<file path="src/sv/qsu_pkg.sv">
// ----------------------------------------------------------------------------
// Quoted string unescaper package
// Shared types, codes and the hex digit decoder for the unescaper block.
// ----------------------------------------------------------------------------
package qsu_pkg;

  // Longest count of bytes that is reported; the byte counter saturates here.
  localparam int unsigned MAX_LEN = 1024;
  localparam int unsigned CNT_W   = 11;

  // Characters the decoder looks for.
  localparam logic [7:0] CH_QUOTE = 8'h22;
  localparam logic [7:0] CH_BSL   = 8'h5C;
  localparam logic [7:0] CH_N     = 8'h6E;
  localparam logic [7:0] CH_R     = 8'h72;
  localparam logic [7:0] CH_T     = 8'h74;
  localparam logic [7:0] CH_X     = 8'h78;
  localparam logic [7:0] CH_LF    = 8'h0A;
  localparam logic [7:0] CH_CR    = 8'h0D;
  localparam logic [7:0] CH_TAB   = 8'h09;
  localparam logic [7:0] CH_0     = 8'h30;
  localparam logic [7:0] CH_9     = 8'h39;
  localparam logic [7:0] CH_A     = 8'h41;
  localparam logic [7:0] CH_F     = 8'h46;

  // Result status codes.
  typedef enum logic [1:0] {
    ST_BUSY = 2'd0,
    ST_DONE = 2'd1,
    ST_ERR  = 2'd2,
    ST_SKIP = 2'd3
  } status_t;

  // Error codes.
  typedef enum logic [2:0] {
    ERR_NONE      = 3'd0,
    ERR_OPEN      = 3'd1,
    ERR_BAD_ESC   = 3'd2,
    ERR_NOT_HEX   = 3'd3,
    ERR_HEX_ZERO  = 3'd4,
    ERR_HEX_SHORT = 3'd5,
    ERR_UNTERM    = 3'd6,
    ERR_RSVD      = 3'd7
  } err_t;

  // One input item.
  typedef struct packed {
    logic [7:0] char_in;
    logic       last_byte;
  } item_t;

  // One result item.
  typedef struct packed {
    logic             data_valid;
    logic [7:0]       data_byte;
    status_t          status;
    err_t             error_code;
    logic [CNT_W-1:0] consumed;
  } result_t;

  // Hex digit decode: bit 4 flags a legal digit, bits 3:0 hold its value.
  function automatic logic [4:0] hex_decode(input logic [7:0] c);
    logic [7:0] d;
    d = 8'd0;
    if (c inside {[CH_0:CH_9]}) begin
      d = c - CH_0;
      return {1'b1, d[3:0]};
    end else if (c inside {[CH_A:CH_F]}) begin
      d = c - CH_A + 8'd10;
      return {1'b1, d[3:0]};
    end
    return 5'd0;
  endfunction

endpackage

</file>
<file path="src/sv/quoted_string_unescaper_unit.sv">
// ----------------------------------------------------------------------------
// Quoted string unescaper unit
// Unquotes a C-style escaped string, one byte per item, with error codes.
// ----------------------------------------------------------------------------
//  Channel | Direction | Handshake          | Payload
//  in_     | input     | in_valid/in_stall  | char_in, last_byte
//  out_    | output    | out_valid/out_stall| data_valid, data_byte, status,
//          |           |                    | error_code, consumed
//
//  Each item passes from acceptance through the input register, then
//  through the phase decoder into the result register.
//  One item is accepted every cycle while the result side keeps up.
//  A stall on the result side holds both registers; in_stall rises only
//  when the input register is full and cannot move on.
//  Reset is synchronous; the block then waits for an opening quote.
// ----------------------------------------------------------------------------
module quoted_string_unescaper_unit import qsu_pkg::*; (
  input  logic             clk,
  input  logic             rst_n,
  input  logic             in_valid,
  output logic             in_stall,
  input  logic [7:0]       in_char_in,
  input  logic             in_last_byte,
  output logic             out_valid,
  input  logic             out_stall,
  output logic             out_data_valid,
  output logic [7:0]       out_data_byte,
  output logic [1:0]       out_status,
  output logic [2:0]       out_error_code,
  output logic [CNT_W-1:0] out_consumed
);

  item_t   in_item;
  item_t   s1_item;
  logic    s1_valid;
  logic    adv;
  result_t res;

  assign in_item.char_in   = in_char_in;
  assign in_item.last_byte = in_last_byte;

  // Input register.
  qsu_in_stage u_in (
    .clk      (clk),
    .rst_n    (rst_n),
    .in_valid (in_valid),
    .in_stall (in_stall),
    .in_item  (in_item),
    .adv      (adv),
    .s1_valid (s1_valid),
    .s1_item  (s1_item)
  );

  // Decoder with result register.
  qsu_core u_core (
    .clk       (clk),
    .rst_n     (rst_n),
    .s1_valid  (s1_valid),
    .s1_item   (s1_item),
    .out_stall (out_stall),
    .adv       (adv),
    .out_valid (out_valid),
    .out_res   (res)
  );

  assign out_data_valid = res.data_valid;
  assign out_data_byte  = res.data_byte;
  assign out_status     = res.status;
  assign out_error_code = res.error_code;
  assign out_consumed   = res.consumed;

  // A decoded byte never comes with a finish or an error.
  a_data_busy: assert property (@(posedge clk) disable iff (!rst_n)
    (out_valid && out_data_valid) |-> (out_status == ST_BUSY && out_error_code == ERR_NONE))
    else $error("data byte reported with a non-busy status");

  // An error always carries a code, and only an error does.
  a_err_code: assert property (@(posedge clk) disable iff (!rst_n)
    out_valid |-> ((out_status == ST_ERR) == (out_error_code != ERR_NONE)))
    else $error("error code does not match status");

  // The count shows only on completion, and then covers both quotes.
  a_consumed: assert property (@(posedge clk) disable iff (!rst_n)
    out_valid |-> ((out_status == ST_DONE) ? (out_consumed >= CNT_W'(2))
                                           : (out_consumed == '0)))
    else $error("consumed count inconsistent with status");

  // The data byte is zero unless it is marked valid.
  a_data_zero: assert property (@(posedge clk) disable iff (!rst_n)
    (out_valid && !out_data_valid) |-> (out_data_byte == 8'd0))
    else $error("stray data byte");

endmodule

</file>
<file path="src/sv/qsu_in_stage.sv">
// ----------------------------------------------------------------------------
// Quoted string unescaper input stage
// Registers each accepted item and hands it on when the core advances.
// ----------------------------------------------------------------------------
module qsu_in_stage import qsu_pkg::*; (
  input  logic  clk,
  input  logic  rst_n,
  input  logic  in_valid,
  output logic  in_stall,
  input  item_t in_item,
  input  logic  adv,
  output logic  s1_valid,
  output item_t s1_item
);

  logic  valid_r, valid_nxt;
  item_t item_r;
  logic  load;

  // The register takes a new item when it is empty or its item moves on.
  assign in_stall  = valid_r & ~adv;
  assign load      = in_valid & ~in_stall;
  assign valid_nxt = load | (valid_r & ~adv);

  always_ff @(posedge clk) begin
    if (!rst_n) begin
      valid_r <= 1'b0;
    end else begin
      valid_r <= valid_nxt;
    end
  end

  always_ff @(posedge clk) begin
    if (load) begin
      item_r <= in_item;
    end
  end

  assign s1_valid = valid_r;
  assign s1_item  = item_r;

endmodule

</file>
<file path="src/sv/qsu_core.sv">
// ----------------------------------------------------------------------------
// Quoted string unescaper core
// Phase machine, byte counter and result register; one item per cycle while the result is not stalled.
// ----------------------------------------------------------------------------
module qsu_core import qsu_pkg::*; (
  input  logic    clk,
  input  logic    rst_n,
  input  logic    s1_valid,
  input  item_t   s1_item,
  input  logic    out_stall,
  output logic    adv,
  output logic    out_valid,
  output result_t out_res
);

  typedef enum logic [2:0] {
    PH_OPEN = 3'd0,
    PH_BODY = 3'd1,
    PH_ESC  = 3'd2,
    PH_HEX1 = 3'd3,
    PH_HEX2 = 3'd4,
    PH_SKIP = 3'd5
  } phase_t;

  phase_t           phase_r, phase_nxt;
  logic [3:0]       nib_r, nib_nxt;
  logic [CNT_W-1:0] cnt_r, cnt_nxt;
  logic             oval_r, oval_nxt;
  result_t          res_r, res_nxt;

  logic [CNT_W-1:0] cnt_inc;
  logic [4:0]       hex;
  logic [7:0]       hval;
  logic [7:0]       c;
  logic             last;
  logic             step;

  // The result register is free when empty or being taken this cycle.
  assign adv  = ~oval_r | ~out_stall;
  assign step = s1_valid & adv;

  assign c       = s1_item.char_in;
  assign last    = s1_item.last_byte;
  assign cnt_inc = (cnt_r < CNT_W'(MAX_LEN)) ? cnt_r + 1'b1 : cnt_r;
  assign hex     = hex_decode(c);
  assign hval    = {nib_r, hex[3:0]};

  // Decode one byte against the current phase.
  always_comb begin
    phase_nxt = phase_r;
    nib_nxt   = nib_r;
    cnt_nxt   = cnt_r;
    res_nxt   = '0;
    res_nxt.status     = ST_BUSY;
    res_nxt.error_code = ERR_NONE;
    case (phase_r)
      PH_OPEN: begin
        cnt_nxt = '0;
        nib_nxt = 4'd0;
        if (c != CH_QUOTE || last) begin
          res_nxt.status     = ST_ERR;
          res_nxt.error_code = ERR_OPEN;
        end else begin
          cnt_nxt   = CNT_W'(1);
          phase_nxt = PH_BODY;
        end
      end
      PH_BODY: begin
        cnt_nxt = cnt_inc;
        if (c == CH_BSL) begin
          phase_nxt = PH_ESC;
        end else if (c == CH_QUOTE) begin
          res_nxt.status   = ST_DONE;
          res_nxt.consumed = cnt_inc;
        end else begin
          res_nxt.data_valid = 1'b1;
          res_nxt.data_byte  = c;
        end
      end
      PH_ESC: begin
        cnt_nxt   = cnt_inc;
        phase_nxt = PH_BODY;
        if (c == CH_BSL || c == CH_QUOTE) begin
          res_nxt.data_valid = 1'b1;
          res_nxt.data_byte  = c;
        end else if (c == CH_N) begin
          res_nxt.data_valid = 1'b1;
          res_nxt.data_byte  = CH_LF;
        end else if (c == CH_R) begin
          res_nxt.data_valid = 1'b1;
          res_nxt.data_byte  = CH_CR;
        end else if (c == CH_T) begin
          res_nxt.data_valid = 1'b1;
          res_nxt.data_byte  = CH_TAB;
        end else if (c == CH_X) begin
          phase_nxt = PH_HEX1;
        end else begin
          res_nxt.status     = ST_ERR;
          res_nxt.error_code = ERR_BAD_ESC;
        end
      end
      PH_HEX1: begin
        cnt_nxt = cnt_inc;
        if (last) begin
          res_nxt.status     = ST_ERR;
          res_nxt.error_code = ERR_HEX_SHORT;
        end else if (!hex[4]) begin
          res_nxt.status     = ST_ERR;
          res_nxt.error_code = ERR_NOT_HEX;
        end else begin
          nib_nxt   = hex[3:0];
          phase_nxt = PH_HEX2;
        end
      end
      PH_HEX2: begin
        cnt_nxt   = cnt_inc;
        phase_nxt = PH_BODY;
        if (!hex[4]) begin
          res_nxt.status     = ST_ERR;
          res_nxt.error_code = ERR_NOT_HEX;
        end else if (hval == 8'd0) begin
          res_nxt.status     = ST_ERR;
          res_nxt.error_code = ERR_HEX_ZERO;
        end else begin
          res_nxt.data_valid = 1'b1;
          res_nxt.data_byte  = hval;
        end
      end
      default: begin
        res_nxt.status = ST_SKIP;
      end
    endcase

    // A buffer that ends mid-string is unterminated.
    if (res_nxt.status == ST_BUSY && last) begin
      res_nxt.status     = ST_ERR;
      res_nxt.error_code = ERR_UNTERM;
      res_nxt.data_valid = 1'b0;
      res_nxt.data_byte  = 8'd0;
    end

    // Pass over the rest after a finish, and rearm on the last byte.
    if (res_nxt.status == ST_ERR || res_nxt.status == ST_DONE) begin
      phase_nxt = PH_SKIP;
    end
    if (last) begin
      phase_nxt = PH_OPEN;
    end
    if (res_nxt.status != ST_BUSY && phase_nxt == PH_OPEN) begin
      nib_nxt = 4'd0;
    end
  end

  // Output valid follows the input stage whenever the core advances.
  assign oval_nxt = adv ? s1_valid : oval_r;

  // State and control registers.
  always_ff @(posedge clk) begin
    if (!rst_n) begin
      phase_r <= PH_OPEN;
      nib_r   <= 4'd0;
      cnt_r   <= '0;
      oval_r  <= 1'b0;
    end else begin
      oval_r <= oval_nxt;
      if (step) begin
        phase_r <= phase_nxt;
        nib_r   <= nib_nxt;
        cnt_r   <= cnt_nxt;
      end
    end
  end

  // Result payload register.
  always_ff @(posedge clk) begin
    if (step) begin
      res_r <= res_nxt;
    end
  end

  assign out_valid = oval_r;
  assign out_res   = res_r;

endmodule
</file>
<file path="config.mk">
export PLATFORM = sky130hd
export DESIGN_NAME = quoted_string_unescaper_unit
export DESIGN_NICKNAME = d
export VERILOG_FILES = /design/src/sv/qsu_pkg.sv /design/src/sv/quoted_string_unescaper_unit.sv /design/src/sv/qsu_in_stage.sv /design/src/sv/qsu_core.sv
export SDC_FILE = /design/constraint.sdc
export NUM_CORES = 1
export LEC_CHECK = 0
export BUFFER_PORTS_ARGS = -buffer_cell sky130_fd_sc_hd__buf_2
export CORE_MARGIN = 2
export CORE_UTILIZATION = 58
export CTS_BUF_LIST = sky130_fd_sc_hd__clkbuf_16
export CTS_CLUSTER_SIZE = 8
export DETAILED_ROUTE_END_ITERATION = 6
export HOLD_SLACK_MARGIN = 0.05
export PLACE_DENSITY_LB_ADDON = 0.08
export SYNTH_ARGS = -nofsm -noshare
export SYNTH_HDL_FRONTEND = slang
export SYNTH_SLANG_ARGS = --single-unit
</file>
<file path="constraint.sdc">
create_clock -name clk -period 3.75 [get_ports clk]
set_clock_uncertainty 0.15 [all_clocks]
set_input_delay 0.75 -clock clk [delete_from_list [all_inputs] [get_ports clk]]
set_output_delay 0.75 -clock clk [all_outputs]
set_load 0.01 [all_outputs]
</file>
After elaboration in Yosys (flattened, before gate mapping)

Cells that the tools add are included.

Register bits after elaboration: 54
Output and inout bits: 27

Magnitude comparators: 5
Bitwise logic cells: 11
Muxes and demuxes: 46
$add $sub $neg: 4
Eq/ne operators: 15
Reduce and logical (&&, ||, !) cells: 18

Operators with widths:

| operator              | number |
|---|---|
| $mux 5                | 14 |
| $mux 9                | 7 |
| $eq 8x7->1 const B    | 5 |
| $mux 3                | 9 |
| $pmux 9 s3            | 1 |
| $mux 11               | 2 |
| $pmux 11 s2           | 1 |
| $pmux 3 s5            | 1 |
| $mux 4                | 3 |
| $pmux 3 s4            | 1 |
| $add 11x1->11 const B | 1 |
| $lt 11x11->1 const B  | 1 |
| $pmux 2 s5            | 1 |
| $eq 8x6->1 const B    | 1 |
| $ge 8x6->1 const B    | 1 |
| $ge 8x7->1 const B    | 1 |
| $le 8x6->1 const B    | 1 |
| $le 8x7->1 const B    | 1 |
| $logic_not 8->1       | 1 |
| $ne 8x6->1 const B    | 1 |
| $pmux 4 s2            | 1 |
| $sub 4x1->4 const B   | 2 |
| $eq 3x2->1 const B    | 2 |
| $logic_not 3->1       | 2 |
| 21 further kinds      | 38 |

Logic depth before layout (Yosys ltp)

Gate-level depths: netlist (run 1).

Depth in word-level cells: 20
Depth in mapped cells: 13

By module

From an unflattened synthesis (run 1), not the netlist that was laid out.

Cells, all modules: 329
Area, all modules: 3180.6 µm²

By module, submodules not included:

| module       | area each (µm²) | sequential area each (µm²) | times used | cells each |
|---|---|---|---|---|
| qsu_core     | 2862.7          | 1131.1                     | 1          | 316 |
| qsu_in_stage | 317.8           | 290.3                      | 1          | 13 |

Worst setup path after synthesis (run 1)

Ideal clock, no wire load.

Kind: reg-to-reg
From: register u_in.item_r, in the netlist u_in.s1_item[2]
To: register u_core.nib_r[0]
Clock period less this slack: 3.391 ns
Setup time: 0.072 ns
Arrival: 3.170 ns
Buffers on the path: 0
Stages on the path, launching flop included: 13
Setup slack: 0.359 ns
Path through: edfxtp_1 inv_1 ha_1 o21bai_1 a2111oi_4 a221oi_1 o41ai_1 and3_1 ha_1 nor2_1 a21oi_1 o32ai_2 mux2i_1

Cells in the longest elaborated chain, start to end: 20
Elaborated cells on any way between the ends: 65

Ends and longest elaborated chain:

| what                                                    | line                         | source |
|---|---|---|
| start, declared                                         | qsu_in_stage.sv:17           | `item_t item_r;` |
| start signal, assigned                                  | qsu_in_stage.sv:35           | `item_r <= in_item;` |
| $sub 4x1->4, or another cell as far along               | qsu_pkg.sv:69                | `d = c - CH_A + 8'd10;` |
| $add 4x4->4 / $logic_and 1x1->1 (equally long branches) | qsu_pkg.sv:69, qsu_pkg.sv:68 |  |
| $mux 5 / $mux 1 (equally long branches)                 | qsu_pkg.sv:68                | `end else if (c inside {[CH_A:CH_F]}) begin` |
| $mux 5 / $mux 1 (equally long branches)                 | qsu_pkg.sv:65                | `if (c inside {[CH_0:CH_9]}) begin` |
| $mux 5                                                  | qsu_pkg.sv:72                | `return 5'd0;` |
| $logic_not 8->1                                         | qsu_core.sv:121              | `end else if (hval == 8'd0) begin` |
| $mux 5                                                  | qsu_core.sv:121              |  |
| $mux 5                                                  | qsu_core.sv:118              | `if (!hex[4]) begin` |
| [4 not listed]                                          | -                            |  |
| $eq 2x2->1 / $eq 2x1->1 (equally long branches)         | qsu_core.sv:143              | `if (res_nxt.status == ST_ERR \|\| res_nxt.status == ST_DONE) begin` |
| $logic_or 1x1->1                                        | qsu_core.sv:143              |  |
| $mux 3                                                  | qsu_core.sv:143              |  |
| $mux 3                                                  | qsu_core.sv:146              | `if (last) begin` |
| $logic_not 3->1                                         | qsu_core.sv:149              | `if (res_nxt.status != ST_BUSY && phase_nxt == PH_OPEN) begin` |
| $logic_and 1x1->1                                       | qsu_core.sv:149              |  |
| $ne 3x1->1 (no line), or another cell as far along      | -                            |  |
| $reduce_and 4->1 (no line)                              | -                            |  |
| end signal, assigned                                    | qsu_core.sv:168              | `nib_r <= nib_nxt;` |
| end, declared                                           | qsu_core.sv:26               | `logic [3:0] nib_r, nib_nxt;` |

Parallel ways exist; a longest one is shown, timed or not. The select of a mux whose other input is x is not followed.
A chain may end at the register's enable or synchronous reset.

Final worst setup path (run 1)

From: register u_in.item_r, in the netlist u_in.s1_item[2]
To: register u_core.nib_r[1]

Same word-level chain as after synthesis.

==> impl_metrics.tcl, run 1 <==
set metrics [dict create \
    outcome "finished clean" \
    path_clk_slew_ns 0.07 \
    ys_warn_count 0 \
    synth-edff-count 34 \
    slew_violations 0 \
    synth_top_cell_by_area "edfxtp_1" \
    p_int_mw 0.967 \
    place_congestion 0.992 \
    pin_count 40 \
    worst_slew_pin_slew_ns 0.914 \
    critPathSlowestCell "o32ai_4" \
    synthDistinctLibCells 67 \
    start_util_pct 59.4 \
    cts_root_buf "clkbuf_16" \
    clkPwrFrac_pct 36.5 \
    worstPathRequired_ns 3.82 \
    overflow 0 \
    hold_viol 0 \
    synthFlopType "edfxtp_1" \
    synth.avg_cell_area_um2 9.45 \
    cts.sinks 54 \
    critPathTopFamily "compound AO/OA/AOI/OAI gates" \
    wl_per_cell_um 16.5 \
    worstHoldStart "u_core.nib_r[3]" \
    rsz0062_at_grt "no" \
    fin_util_pct 68.9 \
    max_freq_ghz 0.287 \
    core_um2 5440 \
    via_per_inst 6.23 \
    async_flop_share_pct 0 \
    crit_path_start_kind "flip-flop" \
    synthXorXnorAreaFrac_pct 2.44 \
    ys_seq_area_share_pct 44.0 \
    synth_simple_gate_area_share_pct 25.4 \
    fillers 441 \
    finalSetupViolations 0 \
    cp-end-kind "flip-flop" \
    drc 0 \
    synth_mux_area_share_pct 1.90 \
    first_iter_violations 342 \
    fin_nets 399 \
    criticalPathCategory "reg2reg" \
    drt_wl_total_um 7480 \
    synth_top_family_by_area "simple AND/OR/NAND/NOR gates" \
    holdPathStages 2 \
    grt_pass1_vias 2449 \
    numCtsBuffers 5 \
    grt_antenna_before_repair 0 \
    hold_path_class "reg2reg" \
    fin_area_um2 3740 \
    r2r_end "u_core.nib_r[1]" \
    synth_compound_area_share_pct 20.2 \
    yosys-top-cells-count "34 x edfxtp_1, 34 x nand2_1, 33 x nor2_1, 20 x dfxtp_1, 20 x o21ai_0" \
    crit_arrival_ns 3.56 \
    fin_crit_ns 3.49 \
    grt_max_degree 26 \
    r2r-start "u_in.s1_item[2]" \
    drive_above_1_share_pct 20.7 \
    grtUsageTotal_pct 25.0 \
    max_cap_violations 0 \
    synthCells 342 \
    cts_tree "built" \
    vdd.ir_drop.worst_v 0.000253 \
    via_count 2824 \
    synthesis.nets 361 \
    path_buf_inv 1 \
    drt_first_pass_iters 5 \
    clk_latency_ns 0.29 \
    dpl-instance-area_um2 3510 \
    synthTopCellsByArea "edfxtp_1 32%, dfxtp_1 12%, nand2_1 3.9%" \
    synth_fa_ha_area_share_pct 2.32 \
    switchingPower_mw 0.331 \
    antenna_left 0 \
    dieWidth_um 78.6 \
    hold_buffers 0 \
    h-tree-depth 2 \
    pwr-share-comb_pct 11.6 \
    setup_tns_ns 0 \
    yosysTopAreaCellShare_pct 31.6 \
    num_rows 27 \
    fin_cells 453 \
    place_inst 444 \
    critPathMaxFanout 8 \
    die_area_um2 6190 \
    seqPwrFrac_pct 51.9 \
    whs_ns 0.329 \
    synth_area_um2 3230 \
    reg2reg_slack_ns 0.26 \
    antenna_cells 0 \
    grt_pass1_wl_um 12100 \
    dp_hpwl_um 5440 \
    ys_ff_latch 54 \
    clockBufferDepth 2 \
    ff2ff_path_depth 12 \
    portBuffers 39 \
    slowest_delay_ns 0.42 \
    relSlewSlack_pct 38.6 \
    hold_end "u_core.nib_r[3]" \
    leakagePower_nw 1.34 \
    fin_crit_sh_pct 93.0 \
    area_delta_synth_final_pct 15.9 \
    path_cells "buf_4 -> ha_1 -> and4b_1 -> o311ai_4 -> a221oi_4 -> o41ai_2 -> and3_1 -> ha_4 -> nor2_1 -> a21oi_1 -> o32ai_4 -> mux2i_1" \
    switching_share_pct 25.5 \
    die_h_um 78.6 \
    powerDensity_nw_per_um2 346 \
]
==> registers in the layout, indices dropped and copies added, names as in the netlist <==
register / count
u_in.s1_valid: 1
u_in.s1_item: 9
u_core.nib_r: 4
u_core.cnt_r: 11
u_core.out_valid: 1
u_core.phase_r: 3
u_core.out_res: 25
==> layer usage <==
metal / GRT usage (%) / share of wire [%] / vias to the layer above
li1: - / - / 1355
met1: 36.9 / 47 / 1322
met2: 37.2 / 44 / 131
met3: 5.29 / 7.9 / 16
met4: 7.19 / 1.7 / 0
met5: 0 / 0 / -
==> worst register-to-register path: cells and delay by family, from the launching register on <==
family / cells / cell delay (ns)
adder cells (fa/ha/maj): 2 / 0.44
AND/OR/NAND/NOR: 3 / 0.62
buffers and inverters: 1 / 0.17
multiplexers: 1 / 0.24
AO/OA/AOI/OAI: 5 / 1.41
flip-flops: 1 / 0.38
==> placed cells by master (no fill, tap or decap), drive strengths merged, types with 5 or more instances in the layout <==
cell    netlist  layout
xor2          5       5
nor2         33      33
nand2        35      35
dfxtp        20      20
nand4         5       5
a21oi        12      12
mux2i         5       5
clkbuf       14       5
nor3         12      12
nand3        10      10
a22oi         8       8
nor2b         5       5
edfxtp       34      34
buf           6      51
nand3b        5       5
ha            6       6
inv           9      10
a32oi         5       5
o21a          6       6
o21ai        23      23
nor3b         5       5
==> how the worst max path moves through the flow <==
stage / from / end / slack, ns / cells past startpoint
floorplan: u_in.s1_item[2] / u_core.nib_r[0] / 0.36 / 12
global placement: u_in.s1_item[2] / u_core.nib_r[1] / 0.21 / 12
detailed placement: u_in.s1_item[2] / u_core.nib_r[1] / 0.12 / 12
CTS: u_in.s1_item[2] / u_core.nib_r[1] / 0.04 / 12
global route: u_in.s1_item[1] / u_core.nib_r[1] / 0.04 / 13
finish: u_in.s1_item[2] / u_core.nib_r[1] / 0.26 / 12
==> power by group through the flow <==
stage	combinational (mW)	clock, mW	sequential, mW
6_report	0.150	0.473	0.674
5_1_grt	0.164	0.505	0.677
4_1_cts	0.141	0.480	0.673
3_5_place_dp	0.140	0	0.686
3_3_place_gp	0.138	0	0.687
2_1_floorplan	0.0954	0	0.684
==> cells by family after synthesis <==
family / after synthesis
flops: 54
fa+ha+maj: 6
mux: 6
simple gates: 148
xor+xnor: 9
compound gates: 90
buf+inv: 29
==> area by class of cell <==
class	instances	area, µm²	area share [%]
multi-input combinational	259	1760	47.0
sequential	54	1420	38.0
timing repair buffer	51	285	7.62
clock buffer	5	125	3.34
tap	72	90.1	2.41
inverter	9	33.8	0.902
clock inverter	3	28.8	0.768
==> through the flow <==
stage               power (mW)  setup slack, ns
finish                    1.30            0.262
global route              1.35           0.0408
CTS                       1.29           0.0408
detailed placement       0.826            0.124
global placement         0.825            0.211
floorplan                0.779            0.359
==> timing repair <==
| action | CTS | global route |
|---|---|---|
| endpoints found under the setup margin | 0 | 6 |
| buffers inserted | 0 | 1 |
| resized for setup | 0 | 9 |
Power figures use the tool's default switching activity.
==> run 2, diff against run 1 <==
--- a/config.mk
+++ b/config.mk
@@ -15,4 +15,5 @@
 export PLACE_DENSITY_LB_ADDON = 0.08
 export SYNTH_ARGS = -nofsm -noshare
 export SYNTH_HDL_FRONTEND = slang
+export SYNTH_HIERARCHICAL = 1
 export SYNTH_SLANG_ARGS = --single-unit
==> impl_metrics.tcl, run 2 <==
set metrics [dict create \
    via_count 2783 \
    yosys-top-cells-count "39 x nor2_1, 34 x edfxtp_1, 27 x a21oi_1, 22 x o21ai_0, 20 x dfxtp_1" \
    holdPathStages 2 \
    drt_first_pass_iters 6 \
    h-tree-depth 2 \
    synth.avg_cell_area_um2 9.67 \
    path_cells "inv_1 -> ha_1 -> or4b_4 -> and3_4 -> o311ai_2 -> a211oi_2 -> nor2b_1 -> ha_2 -> nor2_1 -> a221oi_1 -> nor4_2 -> buf_4 -> o211ai_1" \
    grt.busiest_layer "met1" \
    switchingPower_mw 0.332 \
    grt_pass1_vias 2344 \
    overflow 0 \
    synth-edff-count 34 \
    clkPwrFrac_pct 38.4 \
    synthDistinctLibCells 69 \
    final_cell_mix "39 x buf_2, 39 x nor2_1, 34 x edfxtp_1" \
    use_met3_pct 4.83 \
    largest_reg_flops 25 \
    path_clk_slew_ns 0.07 \
    outcome "finished clean" \
    cts.sinks 54 \
    grt_pass1_wl_um 11700 \
    yosysTopAreaCellShare_pct 32.1 \
    async_flop_share_pct 0 \
    critPathMaxFanout 7 \
    p_int_mw 1.04 \
    synth_area_um2 3180 \
    die_h_um 78.1 \
    cts_tree "built" \
    hold_path_class "reg2reg" \
    use_met1_pct 37.2 \
    synthCells 329 \
    pwr-share-comb_pct 12.4 \
    hold_buffers 0 \
    hold_viol 0 \
    grt_max_degree 24 \
    synthTopCellsByArea "edfxtp_1 32%, dfxtp_1 13%, nor2_1 4.6%" \
    synthFlopType "edfxtp_1" \
    cts_root_buf "clkbuf_16" \
    num_rows 26 \
    crit_arrival_ns 3.68 \
    yosys.cell_count.top_type "nor2_1" \
    fin_nets 385 \
    portBuffers 39 \
    drt_wl_total_um 7150 \
    grt_antenna_before_repair 0 \
    switching_share_pct 24.2 \
    die_area_um2 6090 \
    wl_per_cell_um 16.4 \
    setup_tns_ns 0 \
    ff2ff_path_depth 13 \
    clockBufferDepth 2 \
    dieWidth_um 78.1 \
    critPathTopFamily "simple AND/OR/NAND/NOR gates" \
    leakagePower_nw 1.31 \
    grtUsageTotal_pct 24.4 \
    whs_ns 0.348 \
    seqPwrFrac_pct 49.2 \
    powerDensity_nw_per_um2 379 \
    worst_slew_pin_slew_ns 0.706 \
    start_util_pct 61.1 \
    dp_hpwl_um 5110 \
    first_iter_violations 415 \
    pin_count 40 \
    fin_crit_sh_pct 96.7 \
    place_congestion 0.977 \
    criticalPathCategory "reg2reg" \
    path_depth 13 \
    fillers 418 \
    ys_warn_count 6 \
    finalSetupViolations 0 \
    multi_input_area_um2 1630 \
    synth_top_cell_by_area "edfxtp_1" \
    vdd.ir_drop.worst_v 0.000323 \
    ys_seq_area_share_pct 44.7 \
    fin_crit_ns 3.63 \
    worstPathRequired_ns 3.81 \
    drc 0 \
    crit_path_start_kind "flip-flop" \
    core_um2 5200 \
    power_mw 1.37 \
    max_freq_ghz 0.276 \
    critPathSlowestCell "or4b_4" \
    max_cap_violations 0 \
    ys_ff_latch 54 \
    met2_usage_pct 36.0 \
    synthesis.nets 349 \
    slew_violations 0 \
    path_buf_inv 2 \
    numCtsBuffers 5 \
    drive_above_1_share_pct 21.9 \
    clk_latency_ns 0.29 \
    cp-end-kind "flip-flop" \
    area_delta_synth_final_pct 14.0 \
    via_per_inst 6.38 \
    antenna_cells 0 \
    final-seq-area_um2 1420 \
    relSlewSlack_pct 53.0 \
    slowest_delay_ns 0.50 \
    antenna_left 0 \
]
## run 2: cell count changes after synthesis, moves of 4 or more
| cell | delta |
|---|---|
| nand2_1 | -22 |
| o21a_1 | -4 |
| nor2_1 | +6 |
| nor3b_1 | -4 |
| a21o_1 | +5 |
| a21oi_1 | +15 |
| buf_6 | +4 |
## run 2: tightest hold or removal path, cell delays in order, from the launching register on
cell,delay (ns)
dfxtp_1,0.35
a21oi_1,0.05
nor2_1,0.07
## run 2: final cells by class
cell class,count,area share (%)
sequential,54,39.2
clock buffer,5,3.45
inverter,8,0.863
multi-input combinational,245,44.9
clock inverter,3,1.31
tap,70,2.42
timing repair buffer,51,7.87
## run 2: cells by family (layout without fill, tap and decap cells)
| family | after synthesis | after routing | synth area share, % |
|---|---|---|---|
| xor gates and xnor gates | 10 | 10 | 2.75 |
| AOI/OAI and AO/OA | 106 | 106 | 22.6 |
| DFF | 54 | 54 | 44.7 |
| adders and majority gates | 7 | 7 | 2.75 |
| and+or+nand+nor | 119 | 119 | 21.7 |
| muxes | 3 | 3 | 0.983 |
| buffers and inverters | 30 | 67 | 4.56 |
## run 2: power groups by stage
stage	sequential (mW)	combinational, mW	clock (mW)
floorplan	0.689	0.113	0
global placement	0.688	0.161	0
detailed placement	0.689	0.161	0
CTS	0.676	0.163	0.539
global route	0.678	0.186	0.567
finish	0.675	0.170	0.528
## run 2: path summary, 6_finish.rpt
kind	from	to	slack (ns)
max	u_in/s1_item[1]	u_core/nib_r[1]	0.12
min	u_in/s1_valid	u_core/out_valid	0.35
max reg2reg	u_in/s1_item[1]	u_core/nib_r[1]	0.12
min reg2reg	u_in/s1_valid	u_core/out_valid	0.35
## run 2: through the flow
stage / utilization, % / instances / setup slack [ns] / area (µm²)
detailed placement: 65.8 / 426 / 0.0265 / 3420
global route: 69.7 / 436 / -0.0231 / 3630
floorplan: - / 329 / 0.283 / 3180
global placement: 65.8 / 426 / 0.172 / 3420
CTS: 69.2 / 434 / 0.104 / 3600
finish: 69.7 / 436 / 0.124 / 3630
## run 2: metal layers
| layer | routed length [µm] | up-vias |
|---|---|---|
| met5 | 0 | - |
| met4 | 106 | 0 |
| met3 | 807 | 11 |
| met2 | 3060 | 175 |
| met1 | 3170 | 1267 |
| li1 | - | 1330 |
## run 2: timing repair
action / 4_1_cts / 5_1_grt
buffers inserted: 0 / 2
hold endpoints to repair: 0 / 0
gates resized for setup: 1 / 2
pin swaps: 0 / 1
setup endpoints to repair: 3 / 4
